--- src/rtl/spaced_seed_key_extractor_defines.svh ---
// Assertion macros for the spaced seed key extractor.
// Used by the RTL files that carry concurrent checks; expects clk and rst_n in scope.
`ifndef SPACED_SEED_KEY_EXTRACTOR_DEFINES_SVH
`define SPACED_SEED_KEY_EXTRACTOR_DEFINES_SVH

// Same-cycle implication, quiet while reset is asserted
`define SSK_ASSERT_NOW(lbl, ante, cons, msg) \
  lbl: assert property (@(posedge clk) disable iff (!rst_n) (ante) |-> (cons)) \
    else $error(msg);

// Next-cycle implication, quiet while reset is asserted
`define SSK_ASSERT_NEXT(lbl, ante, cons, msg) \
  lbl: assert property (@(posedge clk) disable iff (!rst_n) (ante) |=> (cons)) \
    else $error(msg);

`endif

--- src/rtl/ssk_pkg.sv ---
// Shared types and constants for the spaced seed key extractor.
// No dependencies; every other RTL file imports this package.
`timescale 1ns / 1ps
`default_nettype none

package ssk_pkg;

  // Default sizing
  localparam int SSK_MAX_SEED_LENGTH = 128;
  localparam int SSK_MAX_WEIGHT      = 64;
  localparam int SSK_MIN_WEIGHT      = 5;

  // Field widths
  localparam int SSK_SYM_W      = 2;
  localparam int SSK_MASK_W     = 64;
  localparam int SSK_MASK_BITS  = 2 * SSK_MASK_W;
  localparam int SSK_LEN_W      = 8;
  localparam int SSK_POS_W      = 32;
  localparam int SSK_BUCKET_W   = 16;
  localparam int SSK_PLO_W      = 64;
  localparam int SSK_PHI_W      = 48;
  localparam int SSK_PBYTES_W   = 4;
  localparam int SSK_PAY_BYTES  = 14;
  localparam int SSK_PAY_W      = SSK_PLO_W + SSK_PHI_W;
  localparam int SSK_PREF_W     = 5;

  // Widest key plus room for a bucket read past its top
  localparam int SSK_KEYP_W     = 2 * SSK_MAX_WEIGHT + SSK_BUCKET_W;

  // Configuration port
  localparam int SSK_CFG_IDX_W  = 2;
  localparam int SSK_CFG_DATA_W = 64;

  localparam logic [SSK_CFG_IDX_W-1:0] SSK_REG_MASK_LOW    = 2'd0;
  localparam logic [SSK_CFG_IDX_W-1:0] SSK_REG_MASK_HIGH   = 2'd1;
  localparam logic [SSK_CFG_IDX_W-1:0] SSK_REG_SEED_LENGTH = 2'd2;

  typedef logic [SSK_SYM_W-1:0] ssk_sym_t;

  // Key format derived from the seed, handed from the seed table to the datapath
  typedef struct packed {
    logic                    busy;   // selector scan in progress
    logic                    wt_ok;  // weight within the supported range
    logic [SSK_PBYTES_W-1:0] n8;     // whole payload bytes
    logic [SSK_PREF_W-1:0]   pref;   // bucket width in bits
  } ssk_fmt_t;

endpackage

`default_nettype wire

--- src/rtl/ssk_seed_table.sv ---
// Configuration registers and the gather selector table built by a scan of the mask.
// Depends on ssk_pkg.
`timescale 1ns / 1ps
`default_nettype none

module ssk_seed_table import ssk_pkg::*; #(
  parameter int MAX_SEED_LENGTH = SSK_MAX_SEED_LENGTH,
  parameter int MAX_WEIGHT      = SSK_MAX_WEIGHT,
  localparam int IW  = $clog2(MAX_SEED_LENGTH),
  localparam int LW  = $clog2(MAX_SEED_LENGTH + 1),
  localparam int WIW = $clog2(MAX_WEIGHT)
) (
  input  logic                      clk,
  input  logic                      rst_n,
  input  logic                      cfg_wr_en,
  input  logic [SSK_CFG_IDX_W-1:0]  cfg_index,
  input  logic [SSK_CFG_DATA_W-1:0] cfg_data,
  output logic [LW-1:0]             len_eff,
  output logic [MAX_WEIGHT-1:0][IW-1:0] sel,
  output ssk_fmt_t                  fmt
);

  logic [SSK_MASK_W-1:0]   mask_lo_r;
  logic [SSK_MASK_W-1:0]   mask_hi_r;
  logic [SSK_LEN_W-1:0]    seed_len_r;
  logic                    busy_r;
  logic [IW-1:0]           idx_r;
  logic [LW-1:0]           cnt_r;
  logic [MAX_WEIGHT-1:0][IW-1:0] sel_r;
  logic                    wt_ok_r;
  logic [SSK_PBYTES_W-1:0] n8_r;
  logic [SSK_PREF_W-1:0]   pref_r;

  logic [SSK_MASK_BITS-1:0] mask_all;
  logic [31:0]             idx_ext;
  logic                    mbit;
  logic                    last;
  logic [LW-1:0]           cnt_nxt;
  logic                    wt_ok_nxt;
  logic [SSK_PBYTES_W-1:0] n8_nxt;
  logic [SSK_PREF_W-1:0]   pref_nxt;

  // Clamp the programmed length into the supported span
  always_comb begin
    int l;
    l = int'(seed_len_r);
    if (l < 1) l = 1;
    if (l > MAX_SEED_LENGTH) l = MAX_SEED_LENGTH;
    len_eff = LW'(l);
  end

  // Mask bit under the scan pointer; offsets past the mask read as zero
  assign mask_all = {mask_hi_r, mask_lo_r};
  assign idx_ext  = 32'(idx_r);
  assign mbit     = (idx_ext < 32'(SSK_MASK_BITS)) ? mask_all[idx_ext[6:0]] : 1'b0;
  assign last     = (int'(idx_r) + 1 >= int'(len_eff));
  assign cnt_nxt  = cnt_r + LW'(mbit);

  // Derive bucket width and payload size from the final weight
  always_comb begin
    int wt;
    int r;
    int p;
    wt = int'(cnt_nxt);
    r  = 2 * (wt % 4);
    p  = (r == 0) ? SSK_BUCKET_W : 8 + r;
    wt_ok_nxt = (wt >= SSK_MIN_WEIGHT) && (wt <= MAX_WEIGHT);
    pref_nxt  = SSK_PREF_W'(p);
    n8_nxt    = wt_ok_nxt ? SSK_PBYTES_W'((2 * wt - p) / 8) : '0;
  end

  // Config writes; any write restarts the selector scan
  always_ff @(posedge clk) begin
    if (!rst_n) begin
      mask_lo_r  <= SSK_MASK_W'(1);
      mask_hi_r  <= '0;
      seed_len_r <= SSK_LEN_W'(1);
      busy_r     <= 1'b1;
      idx_r      <= '0;
      cnt_r      <= '0;
      wt_ok_r    <= 1'b0;
      n8_r       <= '0;
      pref_r     <= SSK_PREF_W'(SSK_BUCKET_W);
    end else if (cfg_wr_en) begin
      case (cfg_index)
        SSK_REG_MASK_LOW:    mask_lo_r  <= cfg_data;
        SSK_REG_MASK_HIGH:   mask_hi_r  <= cfg_data;
        SSK_REG_SEED_LENGTH: seed_len_r <= cfg_data[SSK_LEN_W-1:0];
        default: ;
      endcase
      busy_r <= 1'b1;
      idx_r  <= '0;
      cnt_r  <= '0;
    end else if (busy_r) begin
      cnt_r <= cnt_nxt;
      if (last) begin
        busy_r  <= 1'b0;
        wt_ok_r <= wt_ok_nxt;
        n8_r    <= n8_nxt;
        pref_r  <= pref_nxt;
      end else begin
        idx_r <= idx_r + IW'(1);
      end
    end
  end

  // Record the window offset of each selected symbol, newest-first indexing
  always_ff @(posedge clk) begin
    if (rst_n && !cfg_wr_en && busy_r && mbit && (int'(cnt_r) < MAX_WEIGHT)) begin
      sel_r[WIW'(cnt_r)] <= IW'(int'(len_eff) - 1 - int'(idx_r));
    end
  end

  assign sel      = sel_r;
  assign fmt.busy  = busy_r;
  assign fmt.wt_ok = wt_ok_r;
  assign fmt.n8    = n8_r;
  assign fmt.pref  = pref_r;

endmodule

`default_nettype wire

--- config.mk ---
export PLATFORM = sky130hd
export DESIGN_NAME = ssk_seed_table
export DESIGN_NICKNAME = d
export VERILOG_FILES = /design/src/rtl/spaced_seed_key_extractor_defines.svh /design/src/rtl/ssk_pkg.sv /design/src/rtl/ssk_seed_table.sv
export SDC_FILE = /design/constraint.sdc
export NUM_CORES = 1
export LEC_CHECK = 0
export BUFFER_PORTS_ARGS = -buffer_cell sky130_fd_sc_hd__buf_4
export CAP_MARGIN = 10
export CORE_MARGIN = 2
export CORE_UTILIZATION = 48
export CTS_CLUSTER_DIAMETER = 50
export DETAILED_ROUTE_END_ITERATION = 8
export PLACE_DENSITY = 0.83
export SLEW_MARGIN = 25
export SYNTH_ARGS = -nofsm -noshare
export SYNTH_HDL_FRONTEND = slang
export SYNTH_SLANG_ARGS = --single-unit
--- constraint.sdc ---
create_clock -name clk -period 5.5 [get_ports clk]
set_input_delay 1.1 -clock clk [delete_from_list [all_inputs] [get_ports clk]]
set_output_delay 1.1 -clock clk [all_outputs]
set_load 0.05 [all_outputs]
==> run_results.csv <==
group,metric,value,unit
pwr,cellPowerDensity,348.1,nW/um^2
yosys,postSynthCellCount,1509,
die,dieWidth,218.9,um
yosys,yosys_register_bits,609,
global_route,via_count_of_the_first_global_routing_pass,14935,
pwr,leakage,10.92,nW
routing,wl_per_cell,24.58,um
layout,layout.cells.non_filler,2740,
timing,hold_violations,0,
setup_path,crit_path_max_fanout,6,
placement,detailedPlacementHpwl,44950,um
yosys,synth_top_area_share,60.70,%
layout,diodes,0,
yosys,synth-main-ff-cell,"sky130_fd_sc_hd__edfxtp_1",
layout,mostFrequentLayoutCell,"sky130_fd_sc_hd__buf_4",
routing,totalWireLength,67340,um
timing,timing.clock.skew,18.61,ps
layout,area_delta_synth_final,32.99,%
placement,placed_cells_incl_taps,2626,
die,dieHeight,218.9,um
setup_path,worst_path_most_repeated_cell,"sky130_fd_sc_hd__ha_1",
die,die_area,47910,sq um
yosys,synth_largest_area_cell,"sky130_fd_sc_hd__edfxtp_1",
layout,nFillCells,3137,
setup_path,timing.critical_path.required,6040,ps
clock_tree,tritoncts_clock_tree,"built",
yosys,ys_async_sr_fraction,0,%
setup_path,cpMaxStageDelayCell,"sky130_fd_sc_hd__mux4_2",
min_path,holdCritPathClass,"reg2reg",
setup_path,slowest_delay,510,ps
clock_tree,cts_made_buffers,61,
die,placementRows,78,
routing,firstDrtPassIters,6,
global_route,grt-ovfl-total,0,
timing,final_critical_path_setup_slack,237.6,ps
timing,layout_worst_path_cycle_share,95.68,%
yosys,synth_top_cells_by_area,"sky130_fd_sc_hd__edfxtp_1, sky130_fd_sc_hd__dfxtp_1, sky130_fd_sc_hd__nand2_1, sky130_fd_sc_hd__a21boi_0, sky130_fd_sc_hd__mux2i_1",
yosys,synth.lib_cells_used.distinct,51,
pwr,peakVddDrop,0.0002728,V
die,core,45480,sq um
placement,pre_cts_ws,-104.7,ps
yosys,synth_area_per_cell,14.69,sq um
layout,layout.cells.most_common_list,"sky130_fd_sc_hd__buf_4, sky130_fd_sc_hd__edfxtp_1, sky130_fd_sc_hd__nand2_1, sky130_fd_sc_hd__dfxtp_1, sky130_fd_sc_hd__a21boi_0",
clock_tree,cts.htree.levels,2,
timing,final_period_minus_worst_setup_slack,5262,ps
status,outcome,"completed",
layout,final_net_count,2184,
die,design.portCount,536,
global_route,antenna_violations_before_repair,1,
setup_path,path_buf_inv,3,
yosys,netlist_area,22160,sq um
die,initial_core_util,48.73,%
timing,worst_slew_margin_rel,29.66,%
timing,hold-worst-slack,466.5,ps
job,max-cap-violations,0,
setup_path,startpoint_type,"flop",
yosys,yosys_warnings,0,
layout,final_layout_size_suffix_gt1_share,36.31,%
global_route,grtUsageTotal,27.31,%
clock_tree,cts_buffer_depth,3,
timing,timing.final.max_slew_violations,0,
pwr,total_power,10.26,mW
timing,worst-slew-pin-transition,1046,ps
timing,achievable-frequency,190.0,MHz
clock_tree,worstSkewPairLatency,620,ps
global_route,grt_pass1_wl,96670,um
placement,globalplace.congestion,0.8713,
timing,setup-violations-final,0,
clock_tree,cts_num_sinks,609,
global_route,grt_start_max_net_pins,113,
setup_path,crit_type,"reg2reg",
setup_path,crit_path_end_kind,"flop",
yosys,number_of_enable_flip_flop_cells_after_synthesis,448,
clock_tree,clk_transition_reported_paths,60,ps
timing,tns,0,ps
clock_tree,cts_hold_repair.buffers,0,
yosys,synth_seq_area_share,75.24,%
routing,residual_drc_count,0,
routing,vias,15225,
routing,initialDrtViolationCount,1270,
placement,port_buffers,534,
clock_tree,root_buffer_master,"sky130_fd_sc_hd__clkbuf_16",
setup_path,critical-path-top-delay-family,"multiplexers",
routing,final_antenna_net_count,0,
yosys,syn_nets,1603,
setup_path,critical_path_arrival,5800,ps
setup_path,timing.critical_path.cells,"buf_6, mux4_2, mux4_2, o22ai_2, nor4_1, nor4_4, inv_2, ha_1, ha_1, or2_2, inv_1, ha_1, a21o_1, a21oi_2, nand3_1, nor3_2, ha_2, nand2_1, mux2_2, o22ai_2, xnor2_1, nand4_1, o21ai_0",
routing,routed_via_density,5.557,
layer usage:
layer / share of wire, % / global-route usage [%]
met4: 3.9 / 10.07
met2: 52 / 48.00
met5: 0.015 / 0
met1: 37 / 33.63
met3: 7.2 / 5.031
final timing paths:
kind / endpoint / slack [ps] / start / cells after the start
setup reg to reg: n8_r[3] / 240 / idx_r[2] / 23
setup / recovery: n8_r[3] / 240 / idx_r[2] / 23
hold / removal: mask_lo_r[53] / 470 / mask_lo_r[53] / 2
hold reg to reg: mask_lo_r[53] / 470 / mask_lo_r[53] / 2
registers in the layout, summed over array words and instances, names as in the netlist:
register    flops
busy_r          1
pref_r          4
idx_r           7
seed_len_r      8
mask_hi_r      64
cnt_r           8
mask_lo_r      64
n8_r            4
wt_ok_r         1
sel           448
cells by family (layout without fill, tap and decap cells):
family | count (synthesis) | in the layout | share of synthesized area [%]
xor+xnor | 32 | 32 | 1.264
flops | 609 | 609 | 75.24
simple gates | 472 | 472 | 9.603
other cells | 2 | 2 | 0.03388
mux | 67 | 67 | 3.940
compound gates | 188 | 188 | 6.125
fa+ha+maj | 25 | 25 | 1.479
buf+inv | 114 | 745 | 2.315
power breakdown:
group	total, mW	internal [mW]	switching (mW)
clock	4.23	2.46	1.77
sequential	5.20	5.16	0.0376
combinational	0.833	0.231	0.602
total	10.3	7.85	2.41
stage by stage:
step / utilization [%] / area [sq um]
floorplan: - / 22160
global placement: 60.01 / 27290
detailed placement: 60.08 / 27320
CTS: 64.58 / 29370
global route: 64.81 / 29470
finish: 64.81 / 29470
final cells by class:
class | instances | area, sq um | area share (%)
clock buffer | 79 | 1657 | 5.620
timing repair buffer | 609 | 4599 | 15.60
tap | 600 | 750.7 | 2.547
inverter | 23 | 86.33 | 0.2929
clock inverter | 34 | 386.6 | 1.312
sequential | 609 | 16680 | 56.60
multi-input combinational | 786 | 5313 | 18.02
worst reg2reg max path: stages, from the launching register on:
cell                      delay [ps]
sky130_fd_sc_hd__dfxtp_4         430
sky130_fd_sc_hd__buf_6           160
sky130_fd_sc_hd__mux4_2          500
sky130_fd_sc_hd__mux4_2          510
sky130_fd_sc_hd__o22ai_2         160
sky130_fd_sc_hd__nor4_1          110
sky130_fd_sc_hd__nor4_4          260
sky130_fd_sc_hd__inv_2            50
sky130_fd_sc_hd__ha_1            220
sky130_fd_sc_hd__ha_1            310
sky130_fd_sc_hd__or2_2           330
sky130_fd_sc_hd__inv_1           100
sky130_fd_sc_hd__ha_1            260
sky130_fd_sc_hd__a21o_1          220
sky130_fd_sc_hd__a21oi_2         160
sky130_fd_sc_hd__nand3_1         100
sky130_fd_sc_hd__nor3_2          210
sky130_fd_sc_hd__ha_2            240
sky130_fd_sc_hd__nand2_1          80
sky130_fd_sc_hd__mux2_2          290
sky130_fd_sc_hd__o22ai_2         180
sky130_fd_sc_hd__xnor2_1         130
sky130_fd_sc_hd__nand4_1         100
sky130_fd_sc_hd__o21ai_0          80
cells in the mapped netlist, drive strengths merged (10+ instances only):
cell type  number
xor2           10
nand3          17
nand2         298
buf            27
edfxtp        448
a21boi        130
ha             23
a21oi          17
clkbuf         64
mux4           16
nor2           33
nor4           68
nor2b          12
a22oi          12
xnor2          22
mux2i          49
inv            22
dfxtp         161
repair_timing:
action / 4_1_cts / 5_1_grt
gates resized for setup: 2 / 13
pin swaps: 0 / 2
buffers inserted: 0 / 1
endpoints found under the setup margin: 1 / 2
(Power assumes the default switching activity.)
